$ cat src/sv/lsa_pkg.sv
// package with types, constants and helpers shared by the linked slot allocator
package lsa_pkg;

    localparam int unsigned SLOTS  = 1024;
    localparam int unsigned IDX_W  = $clog2(SLOTS + 1);
    localparam int unsigned SLOT_W = 10;

    localparam logic [IDX_W-1:0] SLOT_NONE = IDX_W'(SLOTS);

    typedef enum logic {
        OP_ALLOC = 1'b0,
        OP_FREE  = 1'b1
    } t_op;

    typedef enum logic [1:0] {
        STATUS_DONE      = 2'd0,
        STATUS_NO_FREE   = 2'd1,
        STATUS_NONE_USED = 2'd2
    } t_status;

    typedef struct packed {
        logic              operation;
        logic [SLOT_W-1:0] slot;
    } t_req;

    typedef struct packed {
        logic [1:0]        status;
        logic [SLOT_W-1:0] granted_slot;
        logic [IDX_W-1:0]  in_use;
        logic [IDX_W-1:0]  newest_slot;
    } t_result;

    typedef enum logic [2:0] {
        S_INIT,
        S_IDLE,
        S_EVAL,
        S_SELF,
        S_NBRS
    } t_state;

    typedef enum logic [2:0] {
        DP_NOP,
        DP_INIT,
        DP_LOAD,
        DP_ALLOC,
        DP_UNLINK,
        DP_SELF,
        DP_NBRS
    } t_dp_op;

    typedef struct packed {
        t_dp_op  op;
        logic    finish;
        t_status status;
    } t_cmd;

    typedef struct packed {
        logic init_last;
        logic is_free;
        logic full;
        logic empty;
        logic slot_oob;
    } t_stat;

    function automatic logic [IDX_W-1:0] clamp_idx(input logic [IDX_W-1:0] v);
        return (v <= SLOT_NONE) ? v : SLOT_NONE;
    endfunction

endpackage

$ cat src/sv/lsa_ctrl.sv
// controller state machine sequencing the link reads and writes of each request
module lsa_ctrl (
    input  logic          i_clk,
    input  logic          i_rst_n,
    input  logic          i_start,
    input  lsa_pkg::t_stat i_stat,
    output lsa_pkg::t_cmd o_cmd,
    output logic          o_busy
);

    lsa_pkg::t_state r_state;
    lsa_pkg::t_state n_state;

    always_ff @(posedge i_clk) begin
        if (!i_rst_n) begin
            r_state <= lsa_pkg::S_INIT;
        end else begin
            r_state <= n_state;
        end
    end

    always_comb begin
        n_state       = r_state;
        o_cmd.op      = lsa_pkg::DP_NOP;
        o_cmd.finish  = 1'b0;
        o_cmd.status  = lsa_pkg::STATUS_DONE;
        o_busy        = 1'b1;
        case (r_state)
            lsa_pkg::S_INIT: begin
                o_cmd.op = lsa_pkg::DP_INIT;
                if (i_stat.init_last) begin
                    n_state = lsa_pkg::S_IDLE;
                end
            end
            lsa_pkg::S_IDLE: begin
                o_busy = 1'b0;
                if (i_start) begin
                    o_cmd.op = lsa_pkg::DP_LOAD;
                    n_state  = lsa_pkg::S_EVAL;
                end
            end
            lsa_pkg::S_EVAL: begin
                n_state = lsa_pkg::S_IDLE;
                if (!i_stat.is_free) begin
                    o_cmd.finish = 1'b1;
                    if (i_stat.full) begin
                        o_cmd.status = lsa_pkg::STATUS_NO_FREE;
                    end else begin
                        o_cmd.op = lsa_pkg::DP_ALLOC;
                    end
                end else if (i_stat.empty) begin
                    o_cmd.finish = 1'b1;
                    o_cmd.status = lsa_pkg::STATUS_NONE_USED;
                end else if (i_stat.slot_oob) begin
                    o_cmd.finish = 1'b1;
                end else begin
                    o_cmd.op = lsa_pkg::DP_UNLINK;
                    n_state  = lsa_pkg::S_SELF;
                end
            end
            lsa_pkg::S_SELF: begin
                o_cmd.op = lsa_pkg::DP_SELF;
                n_state  = lsa_pkg::S_NBRS;
            end
            lsa_pkg::S_NBRS: begin
                o_cmd.op     = lsa_pkg::DP_NBRS;
                o_cmd.finish = 1'b1;
                n_state      = lsa_pkg::S_IDLE;
            end
            default: begin
                n_state = lsa_pkg::S_INIT;
            end
        endcase
    end

endmodule

$ cat config.mk
export PLATFORM = sky130hd
export DESIGN_NAME = lsa_ctrl
export DESIGN_NICKNAME = d
export VERILOG_FILES = /design/src/sv/lsa_pkg.sv /design/src/sv/lsa_ctrl.sv
export SDC_FILE = /design/constraint.sdc
export NUM_CORES = 1
export LEC_CHECK = 0
export ABC_AREA = 1
export BUFFER_PORTS_ARGS = -buffer_cell sky130_fd_sc_hd__buf_2
export CAP_MARGIN = 20
export CORE_AREA = 2 2 39 41
export CTS_CLUSTER_SIZE = 30
export DETAILED_ROUTE_END_ITERATION = 12
export DIE_AREA = 0 0 41 43
export PLACE_DENSITY = 0.4
export SYNTH_ARGS = -nofsm -noshare
export SYNTH_HDL_FRONTEND = slang
export SYNTH_SLANG_ARGS = --single-unit
$ cat constraint.sdc
create_clock -name i_clk -period 0.9 [get_ports i_clk]
set_input_delay 0.09 -clock i_clk [delete_from_list [all_inputs] [get_ports i_clk]]
set_output_delay 0.09 -clock i_clk [all_outputs]
set_load 0.1 [all_outputs]
---- After elaboration in Yosys (flattened, before gate mapping) ----
Cells that the tools add are included.
word-level totals
  register bits ........................... 3
  output and inout bits ................... 7
cells by class
  eq/ne operators ......................... 6
  reduce and logical (&&, ||, !) cells .... 2
  mux-type cells .......................... 19
operator list
  cell                  number
  $pmux W3 S5           2
  $mux W2               7
  $mux W3               4
  $eq A3 B2 Y1 const B  2
  $mux W6               1
  $mux W1               4
  $ne A2 B2 Y1 const B  2
  $eq A3 B1 Y1 const B  1
  $eq A3 B3 Y1 const B  1
  $logic_not A3 Y1      1
  $pmux W1 S2           1
  $reduce_and A2 Y1     1

---- Depth between registers and ports, before layout ----
  word-level depth ........................ 4
  mapped depth ............................ 6

---- Least setup slack after synthesis ----
Ideal clock, no wire load.
  path kind ............................... reg-to-output
  from .................................... register r_state[1]
  to ...................................... output o_cmd[0] in the netlist's numbering
  setup slack ............................. -1908 ps
  data required time ...................... 810 ps
  stages on the path, launching flop included .. 3
  arrival ................................. 2718 ps
  path buffers ............................ 0
  cell sequence ........................... dfxtp_1 -> nand3_2 -> nor3b_1
RTL lines
  item                    RTL line        text
  from (decl)             lsa_ctrl.sv:11  lsa_pkg::t_state r_state;
  from (signal assigned)  lsa_ctrl.sv:16  r_state <= lsa_pkg::S_INIT;
  from (signal assigned)  lsa_ctrl.sv:18  r_state <= n_state;
  to (decl)               lsa_ctrl.sv:7   output lsa_pkg::t_cmd o_cmd,

==> results.toml <==
[synth]
synth_area_sq_um = 243
yosysWarnings = 0
ys_ff_latch = 3
yosysSeqAreaShare_pct = 24.7
synth.distinct_cells = 14
syn_inst = 42
syn_area_per_cell_sq_um = 5.78
synth_nets = 50

[worst_setup_path]
end_kind = "output pin"
cpPeakStageDelay_ps = 340
crit_path_frequent_cell = "inv_4"
arrival_ps = 1240
worstPathMaxFanout = 4
cpMaxStageDelayCell = "dfxtp_2"
path_cells = "inv_4, nand3_4, inv_4, nand2_2, o211ai_1, buf_12"
cp-start-kind = "flop"
path_class = "reg -> out"
required_ps = 810

[final_layout]
top_register = "r_state"
num-fill-cells = 143
top_regs = "r_state x3"
antenna_cells = 0
final_cells = 85
largest_register_ffs = 3
multi_input_area_sq_um = 215
register_area_sq_um = 68.8
final_cell_area_sq_um = 612
fin_util_pct = 44.2
layout_common_cells = "9 x nor2_1, 9 x buf_4, 7 x buf_2, 7 x buf_12, 5 x inv_1"
nets = 78
drive_gt1_share_pct = 62.3
syn2layout_area_growth_pct = 152

[global_routing]
grt_pass1_wl_microns = 1150
grt_usage_pct = 9.82
grt_start_max_net_pins = 7
grt_pass1_vias = 309
grt-ovfl-total = 0
antenna_found_initial = 0

[sta]
fmax_ghz = 0.753
hold_viol_final = 0
finalClockSkew_ps = 5.02
holdWs_ps = 96.3
setup_viol = 10
post-route-period-util_pct = 148
period_needed_ps = 1330
worst_slack_ps = -428
maxSlewViolCount = 0
tightest_slew_ps = 290
rsz0062_at_grt = "yes"
relSlewSlack_pct = 80.6

[die]
die_width_microns = 41
rows = 14
die_h_microns = 43
core-area_sq_mm = 0.00138
io_pins = 15
start_util_pct = 17.5
dieArea_sq_mm = 0.00176

[cts]
clk_pin_slew_ps = 40
clockRootBuffer = "clkbuf_4"
cts_max_level = 1
clock-sinks = 3
cts_tree = "yes"
insertion_delay_ps = 240
cts_buffers = 3
cts_buffer_depth = 2

[place]
place_area_sq_um = 551
dpl.hpwl_microns = 561
gp_congestion = 0.718
port-buffer-count = 14
place_inst = 78

[power]
ir_drop_v = 0.000893
p_leak_nw = 0.277
pwr_density_cell_mw_per_mm2 = 1350
power.total_mw = 0.823

[outcome]
violations = "setup timing"
status = "complete, but fails checks"

[route]
drtIter0Drc = 1
vias = 341
ant_nets = 0
viasPerCell = 4.01
post-route-drc-count = 0
drtPass1Iterations = 2
totalWireLength_microns = 725
wl_per_cell_microns = 8.53

[worst_hold_path]
hold_class = "in -> reg"

[run]
drv_cap = 0
## final timing paths
path         startpoint    endpoint  slack [ps]  cells past startpoint
max          r_state[2]    o_cmd[4]        -430                      6
min reg2reg  r_state[1]  r_state[0]         660                      3
min             i_rst_n  r_state[2]         100                      3
max reg2reg  r_state[2]  r_state[1]        -100                      7
## area by class of cell
cell class,instances,area share [%]
repair buffers,23,39.7
multi-input cells,30,35.2
flip-flops and latches,3,11.2
inverters,9,6.34
clock buffers,4,4.29
well taps,16,3.27
## per-stage QoR
step           setup slack [ps]  TNS, ps
2_1_floorplan             -1490    -4260
3_3_place_gp               -217    -1250
3_5_place_dp               -229    -1260
4_1_cts                    -435    -3020
5_1_grt                    -499    -3460
6_report                   -428    -2900
## synth_stat cells
| master | count | area [sq um] |
|---|---|---|
| nand3_1 | 2 | 10.0 |
| inv_1 | 8 | 30.0 |
| nand3_2 | 2 | 20.0 |
| nand3b_1 | 2 | 15.0 |
| a21oi_1 | 1 | 5.00 |
| inv_2 | 1 | 3.75 |
| nor3_1 | 1 | 5.00 |
| nand2_1 | 7 | 26.3 |
| nor3b_1 | 1 | 7.51 |
| nor2_2 | 1 | 6.26 |
| dfxtp_1 | 3 | 60.1 |
| nor2_1 | 11 | 41.3 |
| o21ai_1 | 1 | 5.00 |
| o211ai_1 | 1 | 7.51 |
## critical path, delay by kind of cell (launching register included)
family / cells / cell delay, ps
compound gates: 1 / 140
simple gates: 2 / 140
buf+inv: 3 / 380
flops: 1 / 340
## power by group
group | switching (mW) | total [mW] | internal (mW)
Clock | 0.0747 | 0.241 | 0.166
Sequential | 0.0179 | 0.160 | 0.142
Combinational | 0.256 | 0.422 | 0.166
## layer usage
metal	share of wire, %	vias up	global-route usage (%)
li1	-	183	-
met1	40	143	9.90
met2	50	13	15.9
met3	8.8	2	5.24
met4	1.1	0	4.00
met5	0	-	0
## what timing repair did
action                     in CTS  in global routing
setup buffers                   3                  0
hold buffers                    0                  0
resized for setup               2                  1
pin swaps                       3                  1
setup endpoints to repair       9                 10
## cells by family after synthesis
kind of cell / count (synthesis) / synth area share [%]
buffers and inverters: 9 / 13.9
and+or+nand+nor: 27 / 54.1
AOI/OAI and AO/OA: 3 / 7.21
DFF: 3 / 24.7
Note: power is estimated with default switching activity, not from simulation.
